## src/rtl/mh2_pkg.sv

```systemverilog
`default_nettype none

package mh2_pkg;

	// Hash constants.
	localparam logic [31:0] MIX_MULT    = 32'h5bd1e995;
	localparam int          MIX_SHIFT   = 24;
	localparam int          FIN_SHIFT_A = 13;
	localparam int          FIN_SHIFT_B = 15;

	// Command queue between the front and back ends.
	localparam int FIFO_DEPTH = 4;
	localparam int FIFO_AW    = $clog2(FIFO_DEPTH);

	// One command for the back end, built from one accepted request.
	typedef struct packed {
		logic        seed;     // load the accumulator with seed_len
		logic        word_en;  // mix a complete word held in data
		logic        tail_en;  // fold the leftover bytes held in data
		logic        last;     // finalise and deliver a hash
		logic [31:0] seed_len;
		logic [31:0] data;
	} cmd_t;

	// Queue status seen by both ends.
	typedef struct packed {
		logic full;
		logic empty;
	} fifo_stat_t;

	// Back-end sequencer states.
	typedef enum logic [2:0] {
		B_IDLE,
		B_WK1,
		B_WK2,
		B_WK3,
		B_TAIL,
		B_FIN,
		B_EMIT
	} back_state_t;

endpackage

`default_nettype wire

```

## src/rtl/mh2_cmd_queue.sv

```systemverilog
`default_nettype none

module mh2_cmd_queue (
	input  wire                logic       clk,
	input  wire                logic       arst_n,
	input  wire                logic       push,
	input  wire                mh2_pkg::cmd_t wr_cmd,
	input  wire                logic       pop,
	output mh2_pkg::cmd_t      rd_cmd,
	output mh2_pkg::fifo_stat_t stat
);

	mh2_pkg::cmd_t                   slot_q [mh2_pkg::FIFO_DEPTH];
	logic [mh2_pkg::FIFO_AW-1:0]     wr_ptr_q;
	logic [mh2_pkg::FIFO_AW-1:0]     rd_ptr_q;
	logic [mh2_pkg::FIFO_AW:0]       count_q;

	localparam logic [mh2_pkg::FIFO_AW-1:0] LAST_PTR = mh2_pkg::FIFO_AW'(mh2_pkg::FIFO_DEPTH - 1);
	localparam logic [mh2_pkg::FIFO_AW:0]   FULL_CNT = (mh2_pkg::FIFO_AW + 1)'(mh2_pkg::FIFO_DEPTH);

	// Status and read port.
	assign stat.full  = (count_q == FULL_CNT);
	assign stat.empty = (count_q == '0);
	assign rd_cmd     = slot_q[rd_ptr_q];

	// Storage is written without reset; only pointers and count are cleared.
	always_ff @(posedge clk) begin
		if (push) begin
			slot_q[wr_ptr_q] <= wr_cmd;
		end
	end

	// Pointers and fill count.
	always_ff @(posedge clk or negedge arst_n) begin
		if (!arst_n) begin
			wr_ptr_q <= '0;
			rd_ptr_q <= '0;
			count_q  <= '0;
		end else begin
			if (push) begin
				wr_ptr_q <= (wr_ptr_q == LAST_PTR) ? '0 : wr_ptr_q + 1'b1;
			end
			if (pop) begin
				rd_ptr_q <= (rd_ptr_q == LAST_PTR) ? '0 : rd_ptr_q + 1'b1;
			end
			if (push && !pop) begin
				count_q <= count_q + 1'b1;
			end else if (pop && !push) begin
				count_q <= count_q - 1'b1;
			end
		end
	end

endmodule

`default_nettype wire

```

## src/rtl/mh2_front.sv

```systemverilog
`default_nettype none

module mh2_front (
	input  wire logic                clk,
	input  wire logic                arst_n,
	input  wire logic                in_valid,
	output logic                     in_ready,
	input  wire logic [7:0]          data_byte,
	input  wire logic                byte_valid,
	input  wire logic                first,
	input  wire logic                last,
	input  wire logic [31:0]         msg_length,
	input  wire mh2_pkg::fifo_stat_t stat,
	output logic                     push,
	output mh2_pkg::cmd_t            cmd
);

	logic [23:0] buf_q;
	logic [1:0]  phase_q;
	logic [23:0] eff_buf;
	logic [1:0]  eff_phase;
	logic [23:0] buf_d;
	logic [1:0]  phase_d;
	logic        word_en;
	logic        accept;

	// A request is taken whenever the queue has room.
	assign in_ready = !stat.full;
	assign accept   = in_valid && in_ready;

	// Gather bytes little-endian and classify the request.
	always_comb begin
		eff_buf   = first ? '0 : buf_q;
		eff_phase = first ? '0 : phase_q;
		buf_d     = eff_buf;
		phase_d   = eff_phase;
		word_en   = 1'b0;
		if (byte_valid) begin
			case (eff_phase)
				2'd0: begin
					buf_d   = {eff_buf[23:8], data_byte};
					phase_d = 2'd1;
				end
				2'd1: begin
					buf_d   = {eff_buf[23:16], data_byte, eff_buf[7:0]};
					phase_d = 2'd2;
				end
				2'd2: begin
					buf_d   = {data_byte, eff_buf[15:0]};
					phase_d = 2'd3;
				end
				default: begin
					word_en = 1'b1;
					buf_d   = '0;
					phase_d = 2'd0;
				end
			endcase
		end

		cmd.seed     = first;
		cmd.word_en  = word_en;
		cmd.tail_en  = last && (phase_d != 2'd0);
		cmd.last     = last;
		cmd.seed_len = msg_length;
		cmd.data     = word_en ? {data_byte, eff_buf} : {8'd0, buf_d};

		// Requests that only add a byte to the buffer need no back-end work.
		push = accept && (first || word_en || last);
	end

	// Byte buffer, emptied once a message ends.
	always_ff @(posedge clk or negedge arst_n) begin
		if (!arst_n) begin
			buf_q   <= '0;
			phase_q <= '0;
		end else if (accept) begin
			buf_q   <= last ? '0 : buf_d;
			phase_q <= last ? '0 : phase_d;
		end
	end

endmodule

`default_nettype wire

```

## src/rtl/mh2_back.sv

```systemverilog
`default_nettype none

module mh2_back (
	input  wire logic                clk,
	input  wire logic                arst_n,
	input  wire mh2_pkg::fifo_stat_t stat,
	input  wire mh2_pkg::cmd_t       cmd_in,
	output logic                     pop,
	output logic [31:0]              hash_value,
	output logic                     out_valid,
	input  wire logic                out_ready
);

	mh2_pkg::back_state_t state_q;
	mh2_pkg::back_state_t state_d;
	mh2_pkg::cmd_t        cmd_q;
	logic [31:0]          h_q;
	logic [31:0]          h_d;
	logic [31:0]          t_q;
	logic [31:0]          t_d;
	logic [31:0]          res_q;
	logic                 res_valid_q;
	logic                 res_load;
	logic [31:0]          mul_in;
	logic [31:0]          prod;

	// The one multiplier; every product in the hash is by the mix constant.
	assign prod = mul_in * mh2_pkg::MIX_MULT;

	// Sequencer: next state, multiplier operand and register updates.
	always_comb begin
		state_d  = state_q;
		h_d      = h_q;
		t_d      = t_q;
		mul_in   = '0;
		pop      = 1'b0;
		res_load = 1'b0;
		case (state_q)
			mh2_pkg::B_IDLE: begin
				if (!stat.empty) begin
					pop = 1'b1;
					if (cmd_in.seed) begin
						h_d = cmd_in.seed_len;
					end
					if (cmd_in.word_en) begin
						state_d = mh2_pkg::B_WK1;
					end else if (cmd_in.tail_en) begin
						state_d = mh2_pkg::B_TAIL;
					end else if (cmd_in.last) begin
						state_d = mh2_pkg::B_FIN;
					end
				end
			end
			mh2_pkg::B_WK1: begin
				mul_in  = cmd_q.data;
				t_d     = prod;
				state_d = mh2_pkg::B_WK2;
			end
			mh2_pkg::B_WK2: begin
				mul_in  = t_q ^ (t_q >> mh2_pkg::MIX_SHIFT);
				t_d     = prod;
				state_d = mh2_pkg::B_WK3;
			end
			mh2_pkg::B_WK3: begin
				mul_in  = h_q;
				h_d     = prod ^ t_q;
				state_d = cmd_q.last ? mh2_pkg::B_FIN : mh2_pkg::B_IDLE;
			end
			mh2_pkg::B_TAIL: begin
				mul_in  = h_q ^ cmd_q.data;
				h_d     = prod;
				state_d = mh2_pkg::B_FIN;
			end
			mh2_pkg::B_FIN: begin
				mul_in  = h_q ^ (h_q >> mh2_pkg::FIN_SHIFT_A);
				t_d     = prod;
				state_d = mh2_pkg::B_EMIT;
			end
			mh2_pkg::B_EMIT: begin
				if (!res_valid_q || out_ready) begin
					res_load = 1'b1;
					state_d  = mh2_pkg::B_IDLE;
				end
			end
			default: begin
				state_d = mh2_pkg::B_IDLE;
			end
		endcase
	end

	// State, accumulator and output flag.
	always_ff @(posedge clk or negedge arst_n) begin
		if (!arst_n) begin
			state_q     <= mh2_pkg::B_IDLE;
			h_q         <= '0;
			res_valid_q <= 1'b0;
		end else begin
			state_q <= state_d;
			h_q     <= h_d;
			if (res_load) begin
				res_valid_q <= 1'b1;
			end else if (out_ready) begin
				res_valid_q <= 1'b0;
			end
		end
	end

	// Working registers and the output register.
	always_ff @(posedge clk) begin
		t_q <= t_d;
		if (pop) begin
			cmd_q <= cmd_in;
		end
		if (res_load) begin
			res_q <= t_q ^ (t_q >> mh2_pkg::FIN_SHIFT_B);
		end
	end

	assign hash_value = res_q;
	assign out_valid  = res_valid_q;

endmodule

`default_nettype wire

```

## src/rtl/murmurhash2_byte_stream.sv

```systemverilog
// Accepts one byte request per cycle while the four-entry command queue has room.
// A complete word takes the back-end states B_WK1, B_WK2 and B_WK3 on the single 32x32
// multiplier, so a steady stream of bytes is sustained at one per cycle.
// After any final word or tail step, B_FIN and then B_EMIT register the hash.
// Reset clears the accumulator, the byte buffer, the queue and the output flag.
`default_nettype none

module murmurhash2_byte_stream (
	input  wire logic        clk,
	input  wire logic        arst_n,
	input  wire logic        in_valid,
	output logic             in_ready,
	input  wire logic [7:0]  data_byte,
	input  wire logic        byte_valid,
	input  wire logic        first,
	input  wire logic        last,
	input  wire logic [31:0] msg_length,
	output logic             out_valid,
	input  wire logic        out_ready,
	output logic [31:0]      hash_value
);

	mh2_pkg::fifo_stat_t stat;
	mh2_pkg::cmd_t       wr_cmd;
	mh2_pkg::cmd_t       rd_cmd;
	logic                push;
	logic                pop;

	// Front end: byte gathering and classification.
	mh2_front u_front (
		.clk        (clk),
		.arst_n     (arst_n),
		.in_valid   (in_valid),
		.in_ready   (in_ready),
		.data_byte  (data_byte),
		.byte_valid (byte_valid),
		.first      (first),
		.last       (last),
		.msg_length (msg_length),
		.stat       (stat),
		.push       (push),
		.cmd        (wr_cmd)
	);

	// Command queue.
	mh2_cmd_queue u_queue (
		.clk    (clk),
		.arst_n (arst_n),
		.push   (push),
		.wr_cmd (wr_cmd),
		.pop    (pop),
		.rd_cmd (rd_cmd),
		.stat   (stat)
	);

	// Back end: word mixing, tail fold and finalisation.
	mh2_back u_back (
		.clk        (clk),
		.arst_n     (arst_n),
		.stat       (stat),
		.cmd_in     (rd_cmd),
		.pop        (pop),
		.hash_value (hash_value),
		.out_valid  (out_valid),
		.out_ready  (out_ready)
	);

endmodule

`default_nettype wire

```

## config.mk

```make
export PLATFORM = sky130hd
export DESIGN_NAME = murmurhash2_byte_stream
export DESIGN_NICKNAME = d
export VERILOG_FILES = /design/src/rtl/mh2_pkg.sv /design/src/rtl/mh2_cmd_queue.sv /design/src/rtl/mh2_front.sv /design/src/rtl/mh2_back.sv /design/src/rtl/murmurhash2_byte_stream.sv
export SDC_FILE = /design/constraint.sdc
export NUM_CORES = 1
export LEC_CHECK = 0
export BUFFER_PORTS_ARGS = -buffer_cell sky130_fd_sc_hd__buf_2
export CAP_MARGIN = 20
export CORE_MARGIN = 4
export CORE_UTILIZATION = 60
export CTS_CLUSTER_DIAMETER = 100
export DETAILED_ROUTE_END_ITERATION = 7
export PLACE_DENSITY = 0.85
export SETUP_SLACK_MARGIN = 0.3
export SYNTH_ARGS = -nofsm -noshare
export SYNTH_HDL_FRONTEND = slang
export SYNTH_SLANG_ARGS = --single-unit
```

## constraint.sdc

```tcl
create_clock -name clk -period 10.75 [get_ports clk]
set_clock_uncertainty 0.2 [all_clocks]
set_input_delay 2.15 -clock clk [delete_from_list [all_inputs] [get_ports clk]]
set_output_delay 2.15 -clock clk [all_outputs]
set_load 0.01 [all_outputs]
```

==> impl_metrics.csv <==
group,metric,value,unit
critical_path,crit_type,"reg2reg",
grt,overflow,0,
layout,nNetsFinal,2693,
yosys,synth_top_area_share,0.404,
sta,final.period_utilization,0.915,
drt,firstDrtPassIters,6,
die,fp.dieW,222,µm
placed_design,dp_slack,1.11,ns
grt,grtUsageTotal,0.291,
grt,grt_pass1_vias,18600,
sta,postLayoutSetupSlackWorst,0.916,ns
sta,rsz0062_at_grt,"no",
yosys,synth_fp_nets,2605,
layout,fin_area,30000,µm²
sta,setup_violations,0,
yosys,yosysUniqueCellTypes,75,
clock_tree,ctsResizeCount,0,
grt,grt_max_degree,70,
worst_hold_path,hold_class,"reg2reg",
die,rows,78,
die,dieHeight,222,µm
die,start_util,0.605,
yosys,yosysSeqAreaShare,0.467,
critical_path,cpMaxStageDelayCell,"dfrtp_2",
critical_path,worstPathMaxFanout,53,
grt,grt_pass1_wl,110000,µm
clock_tree,cts_tree,"done",
sta,finalHoldViolCount,0,
drt,route.detailed.drc,0,
sta,setup_tns,0,ns
yosys,syn-cell-area,27400,µm²
critical_path,required,10.93,ns
die,core_region_area,45300,µm²
sta,slew_headroom,0.308,
yosys,yosys-top-cells-area,"edfxtp_1 (40%), fa_1 (13%), ha_1 (10%)",
die,die-area,49200,µm²
placed_design,placed_cell_area,28600,µm²
run,drv_cap,0,
grt,antenna_found_initial,0,
layout,n_antenna_cell,0,
critical_path,max_stage_delay,1.04,ns
layout,area_growth,9.61,%
sta,finalCriticalPeriod,9.83,ns
critical_path,arrival,10.01,ns
critical_path,startpoint_type,"flop",
drt,route.vias.total,17700,
clock_tree,path_clk_slew,0.07,ns
yosys,synth_edf_count,369,
placed_design,place_hpwl,52200,µm
die,io_pins,81,
sta,max_clock_freq,0.102,GHz
placed_design,gp_congestion,1.02,
yosys,synth_cells,2149,
yosys,yosysTopAreaCell,"edfxtp_1",
clock_tree,cts_buffer_depth,3,
sta,drv_slew,0,
status,outcome,"complete, no violations",
drt,antenna_left,0,
yosys,synth_seq_cells,438,
clock_tree,h-tree-depth,2,
drt,wirelength,71100,µm
sta,tightest_slew,1.04,ns
clock_tree,post-cts-setup-buffers,0,
placed_design,port_buffers,80,
yosys,synth_top_flop_cell,"edfxtp_1",
drt,drt_iter0_markers,2017,
layout,drive_above_1_share,0.125,
clock_tree,cts.sinks,438,
clock_tree,numCtsBuffers,43,
yosys,ys_async_sr_fraction,0.158,
drt,routed_via_density,6.16,
yosys,yosysWarnings,0,
yosys,syn_area_per_cell,12.8,µm²
clock_tree,clockRootBuffer,"clkbuf_16",
layout,final_util,0.663,
critical_path,worstSetupEndpointType,"flop",
drt,wl_per_cell,24.8,µm
clock_tree,ctsHoldBuffers,0,
clock_tree,clkLatencyLatePin,0.56,ns
Yosys cell counts, types with 11 or more instances:
| cell | instances |
|---|---|
| a21oi_1 | 64 |
| mux4_2 | 68 |
| a21o_1 | 14 |
| o21ai_0 | 97 |
| a211oi_1 | 12 |
| a221oi_1 | 11 |
| xnor2_1 | 54 |
| nand3_1 | 23 |
| xor2_1 | 49 |
| a31oi_1 | 23 |
| edfxtp_1 | 369 |
| dfrtp_1 | 69 |
| nor3b_1 | 13 |
| ha_1 | 227 |
| fa_1 | 182 |
| clkbuf_1 | 44 |
| nand2_1 | 95 |
| a22oi_1 | 21 |
| and3_1 | 17 |
| o22ai_1 | 34 |
| nor2_1 | 78 |
| mux2_2 | 13 |
| inv_1 | 417 |
stage by stage:
step	cells	hold slack [ns]
after floorplan	2149	0.241
after global placement	2792	0.256
after detailed placement	2792	0.276
after CTS	2871	0.290
after global routing	2871	0.316
final	2871	0.287
cells in the final DEF (no fill, tap or decap), types with 10 or more instances in the layout:
cell	instances
a211oi_1	12
a21o_1	14
a21oi_1	64
a221oi_1	11
a22oi_1	21
a31oi_1	23
and3_1	17
buf_2	79
buf_4	29
clkbuf_16	43
dfrtp_1	66
edfxtp_1	369
fa_1	182
ha_1	227
inv_1	417
mux2_2	13
mux4_2	68
nand2_1	95
nand2b_1	10
nand3_1	23
nor2_1	75
nor2b_1	10
nor3b_1	12
o21ai_0	96
o22ai_1	34
xnor2_1	54
xor2_1	49
cell type report:
| type | count | area [µm²] |
|---|---|---|
| multi-input combinational | 1228 | 12800 |
| clock inverter | 28 | 368 |
| tap | 600 | 751 |
| timing repair buffer | 108 | 613 |
| inverter | 418 | 1570 |
| sequential | 438 | 12800 |
| fill | 3206 | 15200 |
| clock buffer | 51 | 1120 |
layer usage:
metal / GRT usage / up-vias / share of wire
met5: 0 / - / 0
met4: 0.129 / 0 / 0.055
met3: 0.0406 / 209 / 0.081
met2: 0.489 / 1005 / 0.50
met1: 0.383 / 8842 / 0.37
li1: - / 7640 / -
critical path: cells and delay by family, from the launching register on:
kind                     cells  cell delay (ns)
AO/OA/AOI/OAI                8             1.77
XOR/XNOR                     1             0.28
adder cells (fa/ha/maj)      9             3.95
buffers and inverters        6             0.52
flip-flops                   1             1.04
AND/OR/NAND/NOR              5             1.86
flip-flops by register name, summed over array words and instances (netlist names):
register	flops
u_back.cmd_q	33
u_back.h_q	32
u_back.hash_value	32
u_back.out_valid	1
u_back.state_q	3
u_back.t_q	32
u_front.buf_q	24
u_front.phase_q	2
u_queue.count_q	3
u_queue.rd_ptr_q	2
u_queue.slot_q	272
u_queue.wr_ptr_q	2
cell families after synthesis:
kind of cell	Yosys count	synth area share
fa+ha+maj	409	0.237
buf+inv	483	0.0672
flops	438	0.467
simple gates	282	0.0490
compound gates	340	0.0790
xor+xnor	108	0.0368
mux	89	0.0641
final timing paths:
kind | startpoint | endpoint | slack (ns) | depth (start not counted)
max in group asynchronous | arst_n | u_queue.rd_ptr_q[0] | 8.06 | 1
setup reg to reg | u_back.state_q[0] | u_back.h_q[27] | 0.92 | 29
min in group asynchronous | arst_n | u_queue.wr_ptr_q[1] | 1.55 | 1
hold / removal | u_front.phase_q[0] | u_front.phase_q[0] | 0.29 | 2
hold reg to reg | u_front.phase_q[0] | u_front.phase_q[0] | 0.29 | 2
setup / recovery | u_back.state_q[0] | u_back.h_q[27] | 0.92 | 29
Power is left out: the tool's default activity adds up to more than one toggle a clock period on the data nets, which glitch-free logic cannot reach.
